**src/rtl/core/rssf_pkg.sv**
```systemverilog
// ----------------------------------------------------------------------------
// rssf_pkg
// Types, constants and segment table of the radix seven-segment formatter.
// ----------------------------------------------------------------------------
package rssf_pkg;

    localparam int VALUE_W     = 16;
    localparam int RADIX_W     = 5;
    localparam int REM_W       = RADIX_W - 1;
    localparam int CODE_W      = 8;
    localparam int POS_W       = 3;
    localparam int OUT_TDATA_W = 16;

    typedef logic [VALUE_W-1:0] t_mag;
    typedef logic [RADIX_W-1:0] t_radix;
    typedef logic [REM_W-1:0]   t_rem;
    typedef logic [CODE_W-1:0]  t_code;
    typedef logic [POS_W-1:0]   t_pos;

    // Item traveling through the digit pipeline
    typedef struct packed {
        t_mag mag;
        logic neg;
    } t_item;

    localparam t_radix RADIX_DEC  = 5'd10;
    localparam t_radix RADIX_MAX  = 5'd16;
    localparam t_code  CODE_MINUS = 8'h40;
    localparam t_code  CODE_BLANK = 8'h00;

    // Segment pattern of one digit
    function automatic t_code seg_code(input t_rem digit);
        t_code code;
        case (digit)
            4'h0:    code = 8'hbd;
            4'h1:    code = 8'h09;
            4'h2:    code = 8'h75;
            4'h3:    code = 8'h6d;
            4'h4:    code = 8'hc9;
            4'h5:    code = 8'hec;
            4'h6:    code = 8'hfc;
            4'h7:    code = 8'h0d;
            4'h8:    code = 8'hfd;
            4'h9:    code = 8'hed;
            4'ha:    code = 8'hdd;
            4'hb:    code = 8'hf8;
            4'hc:    code = 8'hb4;
            4'hd:    code = 8'h79;
            4'he:    code = 8'hf4;
            default: code = 8'hd4;
        endcase
        return code;
    endfunction

    // Map the raw register value onto a usable base: zero is decimal, clamp at 16
    function automatic t_radix eff_radix(input t_radix raw);
        t_radix r;
        if (raw == '0) begin
            r = RADIX_DEC;
        end else if (raw > RADIX_MAX) begin
            r = RADIX_MAX;
        end else begin
            r = raw;
        end
        return r;
    endfunction

endpackage

```
**src/rtl/core/rssf_digit.sv**
```systemverilog
// ----------------------------------------------------------------------------
// rssf_digit
// One digit of the conversion: long division of the magnitude by the radix
// over two register stages, then the segment code of the remainder is
// shifted into the code vector.
// ----------------------------------------------------------------------------
module rssf_digit #(
    parameter int DIGIT_COUNT = 4
) (
    input  logic                                        i_clk,
    input  logic                                        i_rst_n,
    input  rssf_pkg::t_radix                            i_radix,
    input  logic                                        i_blank_en,
    input  logic                                        i_valid,
    output logic                                        o_ready,
    input  rssf_pkg::t_item                             i_item,
    input  logic [DIGIT_COUNT*rssf_pkg::CODE_W-1:0]     i_codes,
    output logic                                        o_valid,
    input  logic                                        i_ready,
    output rssf_pkg::t_item                             o_item,
    output logic [DIGIT_COUNT*rssf_pkg::CODE_W-1:0]     o_codes
);
    import rssf_pkg::*;

    localparam int CODES_W = DIGIT_COUNT * CODE_W;
    localparam int HALF_W  = VALUE_W / 2;

    // Stage 1 registers: upper quotient bits and running remainder
    logic               r_v1;
    logic [HALF_W-1:0]  r_q_hi;
    logic [HALF_W-1:0]  r_lo;
    t_rem               r_rem1;
    logic               r_neg1;
    logic               r_blank1;
    logic [CODES_W-1:0] r_codes1;

    // Stage 2 registers
    logic               r_v2;
    t_item              r_item2;
    logic [CODES_W-1:0] r_codes2;

    logic                      ready1;
    logic                      ready2;
    logic [HALF_W-1:0]         n_q_hi;
    t_rem                      n_rem1;
    logic [HALF_W-1:0]         q_lo;
    t_rem                      rem2;
    t_radix                    trial_a;
    t_radix                    trial_b;
    t_code                     code;
    logic [CODES_W+CODE_W-1:0] codes_ext;

    assign ready2  = !r_v2 || i_ready;
    assign ready1  = !r_v1 || ready2;
    assign o_ready = ready1;

    // Divide the upper half, one quotient bit per step
    always_comb begin
        n_rem1  = '0;
        n_q_hi  = '0;
        trial_a = '0;
        for (int b = HALF_W - 1; b >= 0; b--) begin
            trial_a = {n_rem1, i_item.mag[HALF_W+b]};
            if (trial_a >= i_radix) begin
                n_q_hi[b] = 1'b1;
                trial_a   = trial_a - i_radix;
            end
            n_rem1 = trial_a[REM_W-1:0];
        end
    end

    // Finish the lower half and form the digit code
    always_comb begin
        rem2    = r_rem1;
        q_lo    = '0;
        trial_b = '0;
        for (int b = HALF_W - 1; b >= 0; b--) begin
            trial_b = {rem2, r_lo[b]};
            if (trial_b >= i_radix) begin
                q_lo[b] = 1'b1;
                trial_b = trial_b - i_radix;
            end
            rem2 = trial_b[REM_W-1:0];
        end
        code      = r_blank1 ? CODE_BLANK : seg_code(rem2);
        codes_ext = {code, r_codes1};
    end

    // Control: valid bits advance with the data
    always_ff @(posedge i_clk) begin
        if (!i_rst_n) begin
            r_v1 <= 1'b0;
            r_v2 <= 1'b0;
        end else begin
            if (ready1) begin
                r_v1 <= i_valid;
            end
            if (ready2) begin
                r_v2 <= r_v1;
            end
        end
    end

    // Payload: load each stage when it can move
    always_ff @(posedge i_clk) begin
        if (ready1 && i_valid) begin
            r_q_hi   <= n_q_hi;
            r_rem1   <= n_rem1;
            r_lo     <= i_item.mag[HALF_W-1:0];
            r_neg1   <= i_item.neg;
            r_blank1 <= i_blank_en && (i_item.mag == '0) && (i_radix == RADIX_DEC);
            r_codes1 <= i_codes;
        end
        if (ready2 && r_v1) begin
            r_item2.mag <= {r_q_hi, q_lo};
            r_item2.neg <= r_neg1;
            r_codes2    <= codes_ext[CODES_W+CODE_W-1:CODE_W];
        end
    end

    assign o_valid = r_v2;
    assign o_item  = r_item2;
    assign o_codes = r_codes2;

endmodule

```
**src/rtl/core/rssf_serializer.sv**
```systemverilog
// ----------------------------------------------------------------------------
// rssf_serializer
// Turns one converted item into its display writes, one per cycle while the
// output is not stalled, through a registered output stage.
// ----------------------------------------------------------------------------
module rssf_serializer #(
    parameter int DIGIT_COUNT = 4
) (
    input  logic                                    i_clk,
    input  logic                                    i_rst_n,
    input  logic                                    i_valid,
    output logic                                    o_ready,
    input  logic [DIGIT_COUNT*rssf_pkg::CODE_W-1:0] i_codes,
    input  logic                                    i_neg,
    output logic                                    o_tvalid,
    input  logic                                    i_tready,
    output rssf_pkg::t_pos                          o_pos,
    output rssf_pkg::t_code                         o_code,
    output logic                                    o_last
);
    import rssf_pkg::*;

    localparam int CODES_W = DIGIT_COUNT * CODE_W;
    localparam int IDX_W   = $clog2(DIGIT_COUNT + 1);
    localparam int SUM_W   = (IDX_W + 1 > POS_W) ? IDX_W + 1 : POS_W;

    logic               r_busy;
    logic [IDX_W-1:0]   r_idx;
    logic [CODES_W-1:0] r_codes;
    logic               r_neg;
    logic               r_out_valid;
    t_pos               r_pos;
    t_code              r_code;
    logic               r_last;

    logic             out_load;
    logic             emit;
    logic             at_minus;
    logic [SUM_W-1:0] pos_sum;
    t_pos             n_pos;
    t_code            n_code;
    logic             n_last;
    logic             accept;

    // Next write of the current item
    always_comb begin
        out_load = !r_out_valid || i_tready;
        emit     = r_busy && out_load;
        at_minus = (r_idx == IDX_W'(DIGIT_COUNT));
        pos_sum  = SUM_W'(r_idx) + (at_minus ? SUM_W'(0) : SUM_W'(1));
        n_pos    = pos_sum[POS_W-1:0];
        n_code   = at_minus ? CODE_MINUS : r_codes[CODE_W-1:0];
        n_last   = at_minus || (!r_neg && (r_idx == IDX_W'(DIGIT_COUNT - 1)));
        o_ready  = !r_busy || (emit && n_last);
        accept   = i_valid && o_ready;
    end

    // Control: busy flag and output valid
    always_ff @(posedge i_clk) begin
        if (!i_rst_n) begin
            r_busy      <= 1'b0;
            r_out_valid <= 1'b0;
        end else begin
            if (out_load) begin
                r_out_valid <= emit;
            end
            if (accept) begin
                r_busy <= 1'b1;
            end else if (emit && n_last) begin
                r_busy <= 1'b0;
            end
        end
    end

    // Payload: load the output write
    always_ff @(posedge i_clk) begin
        if (emit) begin
            r_pos  <= n_pos;
            r_code <= n_code;
            r_last <= n_last;
        end
    end

    // Advance through the digits, take a new item over the old one
    always_ff @(posedge i_clk) begin
        if (accept) begin
            r_codes <= i_codes;
            r_neg   <= i_neg;
            r_idx   <= '0;
        end else if (emit) begin
            r_codes <= r_codes >> CODE_W;
            r_idx   <= r_idx + IDX_W'(1);
        end
    end

    assign o_tvalid = r_out_valid;
    assign o_pos    = r_pos;
    assign o_code   = r_code;
    assign o_last   = r_last;

endmodule

```
**src/rtl/core/radix_seven_segment_formatter.sv**
```systemverilog
// ----------------------------------------------------------------------------
// radix_seven_segment_formatter
// Formats a 16-bit value into seven-segment display-driver writes.
// ----------------------------------------------------------------------------
// Each accepted value gives DIGIT_COUNT writes (positions 1 upward, least
// significant digit first) and, for a negative value in signed mode, one
// more write with the minus sign at the top position. The output stage
// gives one write per cycle while m_axis_tready does not stall it, and the
// serializer takes the next item as it issues the last write of the
// current one. From input transaction to first write a value passes one
// input register, two division stages per digit, the serializer's item
// register and the output register. Write the radix only while the block
// is idle; zero selects decimal and values above 16 act as 16.
module radix_seven_segment_formatter #(
    parameter int DIGIT_COUNT = 4
) (
    input  logic        i_clk,
    input  logic        i_rst_n,
    input  logic        i_cfg_wr_en,
    input  logic [4:0]  i_cfg_wr_data,   // radix
    input  logic        s_axis_tvalid,
    output logic        s_axis_tready,
    input  logic [15:0] s_axis_tdata,    // [15:0] value
    input  logic [0:0]  s_axis_tuser,    // [0] signed_mode
    output logic        m_axis_tvalid,
    input  logic        m_axis_tready,
    output logic [15:0] m_axis_tdata,    // [2:0] digit_position, [10:3] segment_code, pad
    output logic        m_axis_tlast
);
    import rssf_pkg::*;

    localparam int CODES_W = DIGIT_COUNT * CODE_W;

    t_radix r_radix;
    logic   r_v0;
    t_item  r_item0;
    logic   ready0;
    logic   in_neg;
    t_mag   in_mag;

    logic               stg_valid [DIGIT_COUNT+1];
    logic               stg_ready [DIGIT_COUNT+1];
    t_item              stg_item  [DIGIT_COUNT+1];
    logic [CODES_W-1:0] stg_codes [DIGIT_COUNT+1];

    t_pos  out_pos;
    t_code out_code;

    // Radix register, stored already mapped
    always_ff @(posedge i_clk) begin
        if (!i_rst_n) begin
            r_radix <= RADIX_DEC;
        end else if (i_cfg_wr_en) begin
            r_radix <= eff_radix(i_cfg_wr_data);
        end
    end

    // Input stage: sign and magnitude
    assign in_neg        = s_axis_tuser[0] && s_axis_tdata[VALUE_W-1];
    assign in_mag        = in_neg ? (~s_axis_tdata + t_mag'(1)) : s_axis_tdata;
    assign ready0        = !r_v0 || stg_ready[0];
    assign s_axis_tready = ready0;

    always_ff @(posedge i_clk) begin
        if (!i_rst_n) begin
            r_v0 <= 1'b0;
        end else if (ready0) begin
            r_v0 <= s_axis_tvalid;
        end
    end

    always_ff @(posedge i_clk) begin
        if (ready0 && s_axis_tvalid) begin
            r_item0.mag <= in_mag;
            r_item0.neg <= in_neg;
        end
    end

    assign stg_valid[0] = r_v0;
    assign stg_item[0]  = r_item0;
    assign stg_codes[0] = '0;

    // Digit chain, least significant digit first
    for (genvar g = 0; g < DIGIT_COUNT; g++) begin : g_digit
        rssf_digit #(
            .DIGIT_COUNT (DIGIT_COUNT)
        ) u_digit (
            .i_clk      (i_clk),
            .i_rst_n    (i_rst_n),
            .i_radix    (r_radix),
            .i_blank_en (g != 0),
            .i_valid    (stg_valid[g]),
            .o_ready    (stg_ready[g]),
            .i_item     (stg_item[g]),
            .i_codes    (stg_codes[g]),
            .o_valid    (stg_valid[g+1]),
            .i_ready    (stg_ready[g+1]),
            .o_item     (stg_item[g+1]),
            .o_codes    (stg_codes[g+1])
        );
    end

    // Output writes
    rssf_serializer #(
        .DIGIT_COUNT (DIGIT_COUNT)
    ) u_serializer (
        .i_clk    (i_clk),
        .i_rst_n  (i_rst_n),
        .i_valid  (stg_valid[DIGIT_COUNT]),
        .o_ready  (stg_ready[DIGIT_COUNT]),
        .i_codes  (stg_codes[DIGIT_COUNT]),
        .i_neg    (stg_item[DIGIT_COUNT].neg),
        .o_tvalid (m_axis_tvalid),
        .i_tready (m_axis_tready),
        .o_pos    (out_pos),
        .o_code   (out_code),
        .o_last   (m_axis_tlast)
    );

    assign m_axis_tdata = {{(OUT_TDATA_W - CODE_W - POS_W){1'b0}}, out_code, out_pos};

endmodule

```
**config.mk**
```make
export PLATFORM = sky130hd
export DESIGN_NAME = radix_seven_segment_formatter
export DESIGN_NICKNAME = d
export VERILOG_FILES = /design/src/rtl/core/rssf_pkg.sv /design/src/rtl/core/rssf_digit.sv /design/src/rtl/core/rssf_serializer.sv /design/src/rtl/core/radix_seven_segment_formatter.sv
export SDC_FILE = /design/constraint.sdc
export NUM_CORES = 1
export LEC_CHECK = 0
export BUFFER_PORTS_ARGS = -buffer_cell sky130_fd_sc_hd__buf_4
export CELL_PAD_IN_SITES_DETAIL_PLACEMENT = 0
export CELL_PAD_IN_SITES_GLOBAL_PLACEMENT = 1
export CORE_MARGIN = 8
export CORE_UTILIZATION = 53
export CTS_CLUSTER_SIZE = 28
export DETAILED_ROUTE_END_ITERATION = 12
export PLACE_DENSITY = 0.8
export SLEW_MARGIN = 0
export SYNTH_ARGS = -nofsm -noshare
export SYNTH_HDL_FRONTEND = slang
export SYNTH_SLANG_ARGS = --single-unit
```
**constraint.sdc**
```tcl
create_clock -name i_clk -period 19.4 [get_ports i_clk]
set_input_delay 5.82 -clock i_clk [delete_from_list [all_inputs] [get_ports i_clk]]
set_output_delay 5.82 -clock i_clk [all_outputs]
set_load 0.05 [all_outputs]
```
# ---- Yosys cells after proc, flatten, opt, wreduce, memory -nomap -nowiden
# Memories as Yosys holds them, arrays and structs flattened. A register that Yosys moved wholly into a read port is not among the register bits.
# Index checks and enable logic that the tools add are counted.
dict set report op_classes {
  addsub 67
  magnitude_cmp 65
  eq_ne 3
  muxes 120
  n_bitwise 1
  reduce_logical 47
}
# operator count
set ops {}
lappend ops {{$ge A5 B5 Y1} 60}
lappend ops {{$mux W4} 64}
lappend ops {{$sub A4 B4 Y4} 60}
lappend ops {{$mux W32} 2}
lappend ops {{$mux W1} 51}
lappend ops {{$logic_not A16 Y1} 3}
lappend ops {{$ge A1 B5 Y1} 4}
lappend ops {{$logic_and A1 B1 Y1} 17}
lappend ops {{$add A16 B1 Y16 const B} 1}
lappend ops {{$mux W16} 1}
lappend ops {{$not A16 Y16} 1}
lappend ops {{$sub A1 B4 Y4} 4}
lappend ops {{$logic_not A1 Y1} 12}
lappend ops {{$logic_or A1 B1 Y1} 12}
lappend ops {{$mux W5} 2}
lappend ops {{$eq A5 B4 Y1 const B} 1}
lappend ops {{$gt A5 B5 Y1 const B} 1}
lappend ops {{$logic_not A5 Y1} 1}
lappend ops {{$reduce_bool A2 Y1} 2}
lappend ops {{$add A3 B1 Y3 const B} 1}
lappend ops {{$add A3 B3 Y3} 1}
lappend ops {{$eq A3 B2 Y1 const B} 1}
lappend ops {{$eq A3 B3 Y1 const B} 1}
dict set report totals {
  regBits 340
  romBits 448
  out_inout_bits 19
  word_cells 362
  n_memories 4
}
# memory depth word_bits read_ports rd_ports_with_merged_regs wr line
set mem_list {}
lappend mem_list {{(no name shown)} 16 7 1 1 0 rssf_pkg.sv:34} ;# case (digit)
lappend mem_list {{(no name shown)} 16 7 1 1 0 rssf_pkg.sv:34}
lappend mem_list {{(no name shown)} 16 7 1 1 0 rssf_pkg.sv:34}
lappend mem_list {{(no name shown)} 16 7 1 1 0 rssf_pkg.sv:34}

# ---- Longest topological paths before layout
dict set report depth {
  word_depth 16
  depth_mapped 63
  mapped_depth_nobuf 62
}

# ---- Modules after synthesis
# From an unflattened synthesis, not the netlist that was laid out.
dict set report unflattened {
  hier_cells 2530
  hier_area_um2 30105.1
}
# module instances cells_per_inst area_per_inst_um2 seq_area_each_um2
set by_module_without_submodules {}
lappend by_module_without_submodules {{rssf_digit (g_digit[2].u_digit)} 1 585 6821.5 2862.7}
lappend by_module_without_submodules {{rssf_digit (g_digit[3].u_digit)} 1 590 6801.5 2862.7}
lappend by_module_without_submodules {{rssf_digit (g_digit[1].u_digit)} 1 569 6597.6 2862.7}
lappend by_module_without_submodules {{rssf_digit (g_digit[0].u_digit)} 1 564 6560.0 2862.7}
lappend by_module_without_submodules {rssf_serializer 1 126 2158.3 1451.4}
lappend by_module_without_submodules {radix_seven_segment_formatter 1 96 1166.1 630.6}

# ---- Worst setup path after synthesis
# OpenSTA, ideal clock, no wires.
dict set report synth_path {
  path_type {register to register}
  startpoint {register r_radix[1]}
  endpoint {register g_digit[1].u_digit.r_codes2[26] (data pin)}
  setup_time_ps 272
  arrival_ps 16132
  required_ps 19128
  setup_slack_ps 2996
  stages_incl_launch_ff 58
  path_buffers 2
  path_cell_list {dfxtp_1 -> inv_1 -> ha_1 -> a21o_1 -> a21o_1 -> a21o_1 -> a21oi_1 -> mux2i_1 -> ha_1 -> a21o_1 -> a21o_1 -> a21o_1 -> a21o_1 -> clkbuf_1 -> mux2i_1 -> ha_1 -> a21o_1 -> a21o_1 -> (+22 left out) -> o21ai_2 -> nor4b_2 -> nor2_1 -> ha_1 -> a21o_1 -> a31oi_1 -> o21ai_1 -> nor2_1 -> a21oi_1 -> ha_1 -> nor2b_1 -> o21ai_1 -> nand3b_1 -> nand2_1 -> mux2i_1 -> ha_1 -> nor4b_1 -> or4_1}
}
dict set report synth_between {
  elab_chain_cells 16
  elab_cells_between_ends 24
}
# item line
set synth_rtl {}
lappend synth_rtl {{from (decl)} radix_seven_segment_formatter.sv:34} ;# t_radix r_radix;
lappend synth_rtl {{from (signal assigned)} radix_seven_segment_formatter.sv:54} ;# r_radix <= eff_radix(i_cfg_wr_data);
lappend synth_rtl {{$sub A4 B4 Y4 or $ge A5 B5 Y1 (tied branches)} {rssf_digit.sv:81, rssf_digit.sv:79}}
lappend synth_rtl {{$mux W4} rssf_digit.sv:79} ;# if (trial_b >= i_radix) begin
lappend synth_rtl {{$sub A4 B4 Y4 or $ge A5 B5 Y1 (tied branches)} {rssf_digit.sv:81, rssf_digit.sv:79}}
lappend synth_rtl {{$mux W4} rssf_digit.sv:79}
lappend synth_rtl {{$sub A4 B4 Y4 or $ge A5 B5 Y1 (tied branches)} {rssf_digit.sv:81, rssf_digit.sv:79}}
lappend synth_rtl {{$mux W4} rssf_digit.sv:79}
lappend synth_rtl {{$ge A5 B5 Y1 or $sub A4 B4 Y4 (tied branches)} {rssf_digit.sv:79, rssf_digit.sv:81}}
lappend synth_rtl {{$mux W4} rssf_digit.sv:79}
lappend synth_rtl {{$sub A4 B4 Y4 or $ge A5 B5 Y1 (tied branches)} {rssf_digit.sv:81, rssf_digit.sv:79}}
lappend synth_rtl {{$mux W4} rssf_digit.sv:79}
lappend synth_rtl {{$sub A4 B4 Y4 or $ge A5 B5 Y1 (tied branches)} {rssf_digit.sv:81, rssf_digit.sv:79}}
lappend synth_rtl {{$mux W4} rssf_digit.sv:79}
lappend synth_rtl {{$sub A4 B4 Y4 or $ge A5 B5 Y1 (tied branches)} {rssf_digit.sv:81, rssf_digit.sv:79}}
lappend synth_rtl {{$mux W4} rssf_digit.sv:79}
lappend synth_rtl {{$ge A5 B5 Y1 or $sub A4 B4 Y4 (tied branches)} {rssf_digit.sv:79, rssf_digit.sv:81}}
lappend synth_rtl {{$mux W4 *} rssf_digit.sv:79}
lappend synth_rtl {{to (decl)} rssf_digit.sv:40} ;# logic [CODES_W-1:0] r_codes2;
# Mark *: on every way between the ends. The rest lies on a longest branch, timed or not.
# A chain may end at the register's enable or synchronous reset.

# ---- Final worst setup path
dict set report layout_path {
  startpoint {register r_radix[2]}
  endpoint {register g_digit[1].u_digit.r_codes2[26] (data pin)}
}
dict set report layout_between {
  elab_chain_cells 16
  elab_cells_between_ends 24
}
# item line
set layout_rtl {}
lappend layout_rtl {{$sub A4 B4 Y4 or $ge A5 B5 Y1 (tied branches)} {rssf_digit.sv:81, rssf_digit.sv:79}}
lappend layout_rtl {{$mux W4} rssf_digit.sv:79}
lappend layout_rtl {{$sub A4 B4 Y4 or $ge A5 B5 Y1 (tied branches)} {rssf_digit.sv:81, rssf_digit.sv:79}}
lappend layout_rtl {{$mux W4} rssf_digit.sv:79}
lappend layout_rtl {{$ge A5 B5 Y1 or $sub A4 B4 Y4 (tied branches)} {rssf_digit.sv:79, rssf_digit.sv:81}}
lappend layout_rtl {{$mux W4} rssf_digit.sv:79}
lappend layout_rtl {{$sub A4 B4 Y4 or $ge A5 B5 Y1 (tied branches)} {rssf_digit.sv:81, rssf_digit.sv:79}}
lappend layout_rtl {{$mux W4} rssf_digit.sv:79}
lappend layout_rtl {{$sub A4 B4 Y4 or $ge A5 B5 Y1 (tied branches)} {rssf_digit.sv:81, rssf_digit.sv:79}}
lappend layout_rtl {{$mux W4} rssf_digit.sv:79}
lappend layout_rtl {{$sub A4 B4 Y4 or $ge A5 B5 Y1 (tied branches)} {rssf_digit.sv:81, rssf_digit.sv:79}}
lappend layout_rtl {{$mux W4} rssf_digit.sv:79}
lappend layout_rtl {{$ge A5 B5 Y1 or $sub A4 B4 Y4 (tied branches)} {rssf_digit.sv:79, rssf_digit.sv:81}}
lappend layout_rtl {{$mux W4} rssf_digit.sv:79}
lappend layout_rtl {{$sub A4 B4 Y4 or $ge A5 B5 Y1 (tied branches)} {rssf_digit.sv:81, rssf_digit.sv:79}}
lappend layout_rtl {{$mux W4 *} rssf_digit.sv:79}
# Marks and branches as above.

==> flow_summary.yaml <==
setup_path:
  timing.rr.end: "g_digit[1].u_digit.o_codes[26]$_SDFFCE_PP0P_"
  critPathCapture: "g_digit[1].u_digit.o_codes[26]$_SDFFCE_PP0P_"
  worstPathRequired_ns: 19.68
  rr_worst_depth: 55
  cp.arrival_ns: 14.98
  cp_slowest_cell: "a21oi_1"
  cp-start-kind: "flip-flop"
  crit_type: "reg -> reg"
  crit_start: "r_radix[2]$_SDFFE_PN0P_"
  slowest_delay_ns: 0.91
  rr_startpoint: "r_radix[2]$_SDFFE_PN0P_"
  reg2reg_slack_ns: 4.71
  cp-end-kind: "flip-flop"
  crit_top_cell: "a21o_1"
  crit_path_max_fanout: 61
cts:
  root_buffer: "clkbuf_16"
  cts_hold_buf: 0
  post_cts_buffers: 0
  cts_tree: "yes"
  cts_num_sinks: 319
  cts_buffers: 37
  path_clk_slew_ns: 0.06
  cts_resized: 0
  htree_levels: 2
  cts_buffer_depth: 3
  clock_latency_ns: 0.55
timing:
  worst_clock_skew_ns: 0.0149
  max_slew_margin: 0.205
  hold_viol_final: 0
  timing.final.crit_share: 0.757
  min_period_ns: 14.69
  tightest_slew_ns: 1.18
  drv_slew: 0
  finalSetupViolations: 0
  max_freq_mhz: 68.1
  finalSetupTns_ns: 0
  grt_setup_unrepaired: "no"
drt:
  finalWirelength_mm: 52.1
  vias_per_cell: 5.69
  first_pass_iters: 5
  drc_errors: 0
  route.vias.total: 16900
  postRouteAntennaNets: 0
  wl_per_cell_um: 17.6
  drt-initial-drc-count: 641
place:
  globalplace.congestion: 0.851
  hpwlAfterDp_mm: 38.2
  numPortBuffers: 39
logic_synthesis:
  syn_inst: 2257
  async_reset_ff_frac: 0
  synth.distinct_cells: 72
  ys_seq_area_frac: 0.377
  synth_xor_area_frac: 0.0493
  synthAdderAreaFrac: 0.220
  yosysMostFrequentCell: "ha_1"
  synth_top_area_share: 0.362
  synth_top_area_cell: "edfxtp_1"
  synth_ff_type: "edfxtp_1"
  synthTopCellsByArea: "edfxtp_1 36%, ha_1 17%, mux2_2 5.4%"
  synth-seq-cells: 319
  synthMuxAreaShare: 0.0827
  avgSynthCellArea_um2: 11.0
  syn_area_um2: 24900
  synth_compound_area_frac: 0.146
  synth_edf_count: 300
  synthTopCellsByCount: "342 x ha_1, 300 x edfxtp_1, 212 x inv_1"
  synth_top_family_by_area: "adder cells"
  ys_warn_count: 0
  yosys.area_share.simple: 0.0849
layout:
  syn2layout_area_growth_pct: 9.48
  final_nets: 2759
  antenna_cells: 0
  drive_above_1_share: 0.114
global_route:
  gr-usage-all-layers: 0.196
  grt_pass1_vias: 17400
  grt_antenna_before_repair: 1
  overflow: 0
  grt_pass1_wl_mm: 86.8
  grt_start_max_net_pins: 62
floorplan:
  ioPinCount: 46
  initial_utilization: 0.536
  rows: 79
  die_w_um: 233
  fp.dieH_um: 233
  core_um2: 46500
  die-area_um2: 54100
hold_path:
  hp-class: "reg -> reg"
outcome:
  run_status: "finished, final reports clean"
job:
  cap_violations: 0
cells by family after synthesis:
group,Yosys count
flip-flops,319
multiplexers,188
adder cells (fa/ha/maj),402
AO/OA/AOI/OAI,561
other,1
XOR/XNOR,140
buffers and inverters,253
AND/OR/NAND/NOR,393
critical path: cells and delay by family, from the launching register on:
kind,cells,cell delay [ns]
buffers and inverters,4,0.77
AND/OR/NAND/NOR,10,2.00
flip-flops,1,0.72
multiplexers,3,1.04
adder cells (fa/ha/maj),8,2.62
AO/OA/AOI/OAI,30,7.22
per-layer routing:
| metal | track usage | vias up | routed length, µm |
|---|---|---|---|
| li1 | - | 8473 | - |
| met1 | 0.237 | 8085 | 22400 |
| met2 | 0.359 | 243 | 26600 |
| met3 | 0.0239 | 88 | 1830 |
| met4 | 0.0602 | 0 | 1340 |
| met5 | 0 | - | 0 |
registers in the layout, summed over array words and instances, names as in the netlist, 5 cells and up:
register	cells
g_digit.u_digit.r_q_hi	24
u_serializer.o_code	7
g_digit.u_digit.o_codes	70
g_digit.u_digit.o_item	52
u_serializer.r_codes	28
g_digit.u_digit.r_lo	32
g_digit.u_digit.r_rem1	16
r_item0	17
r_radix	5
g_digit.u_digit.r_codes1	42
through the flow:
step                hold WS [ns]  std cells  cell area (µm²)  setup WS (ns)   util
floorplan                  0.400       2262            24900           3.00      -
global placement           0.402       2898            26100           5.22  0.561
detailed placement         0.405       2898            26100           4.80  0.561
CTS                        0.418       2966            27200           4.75  0.587
global route               0.422       2966            27200           3.43  0.587
finish                     0.416       2966            27200           4.71  0.587
cell type report:
type,count,area [µm²]
Timing Repair Buffer,60,475
Multi-Input combinational cell,1690,14600
Sequential cell,319,9400
Clock inverter,26,224
Fill cell,3850,19200
Tap cell,607,759
Clock buffer,42,966
Inverter,222,836
placed cells by master (no fill, tap or decap), types with 11 or more instances in the layout:
master     synthesis  routed
ha_1             342     342
edfxtp_1         300     300
inv_1            212     208
a21o_1           175     175
a21oi_1          174     174
mux2_2           120     120
xnor2_1          102     102
nand2_1           82      82
nor2_1            75      75
nand2b_1          67      67
fa_1              60      60
buf_4              6      58
mux2i_1           54      54
o21ai_1           43      43
xor2_1            38      38
clkbuf_16          0      38
o21ai_0           34      34
nor3_1            32      32
and2_1            31      31
nor4_1            20      20
o21a_1            17      17
dfxtp_1           19      17
nor2b_1           22      16
a31oi_1           15      14
mux2_1            12      12
a211oi_1          12      12
inv_2              8      11
how the worst min path moves through the flow:
stage,startpoint,end,slack (ns),cells after the start
after floorplan,g_digit[0].u_digit.r_neg1$_DFFE_PP_,g_digit[0].u_digit.o_item[0]$_DFFE_PP_,0.40,0
after global placement,g_digit[1].u_digit.r_q_hi[6]$_DFFE_PP_,g_digit[1].u_digit.o_item[15]$_DFFE_PP_,0.40,0
after detailed placement,g_digit[3].u_digit.r_codes1[28]$_DFFE_PP_,g_digit[3].u_digit.o_codes[20]$_DFFE_PP_,0.40,0
after CTS,g_digit[3].u_digit.r_codes1[28]$_DFFE_PP_,g_digit[3].u_digit.o_codes[20]$_DFFE_PP_,0.42,0
after global routing,g_digit[0].u_digit.r_q_hi[6]$_DFFE_PP_,g_digit[0].u_digit.o_item[15]$_DFFE_PP_,0.42,0
final,g_digit[2].u_digit.o_codes[15]$_DFFE_PP_,g_digit[3].u_digit.r_codes1[15]$_DFFE_PP_,0.42,0
Power is left out: the tool's default activity adds up to more than one toggle a clock period on the data nets, which glitch-free logic cannot reach.
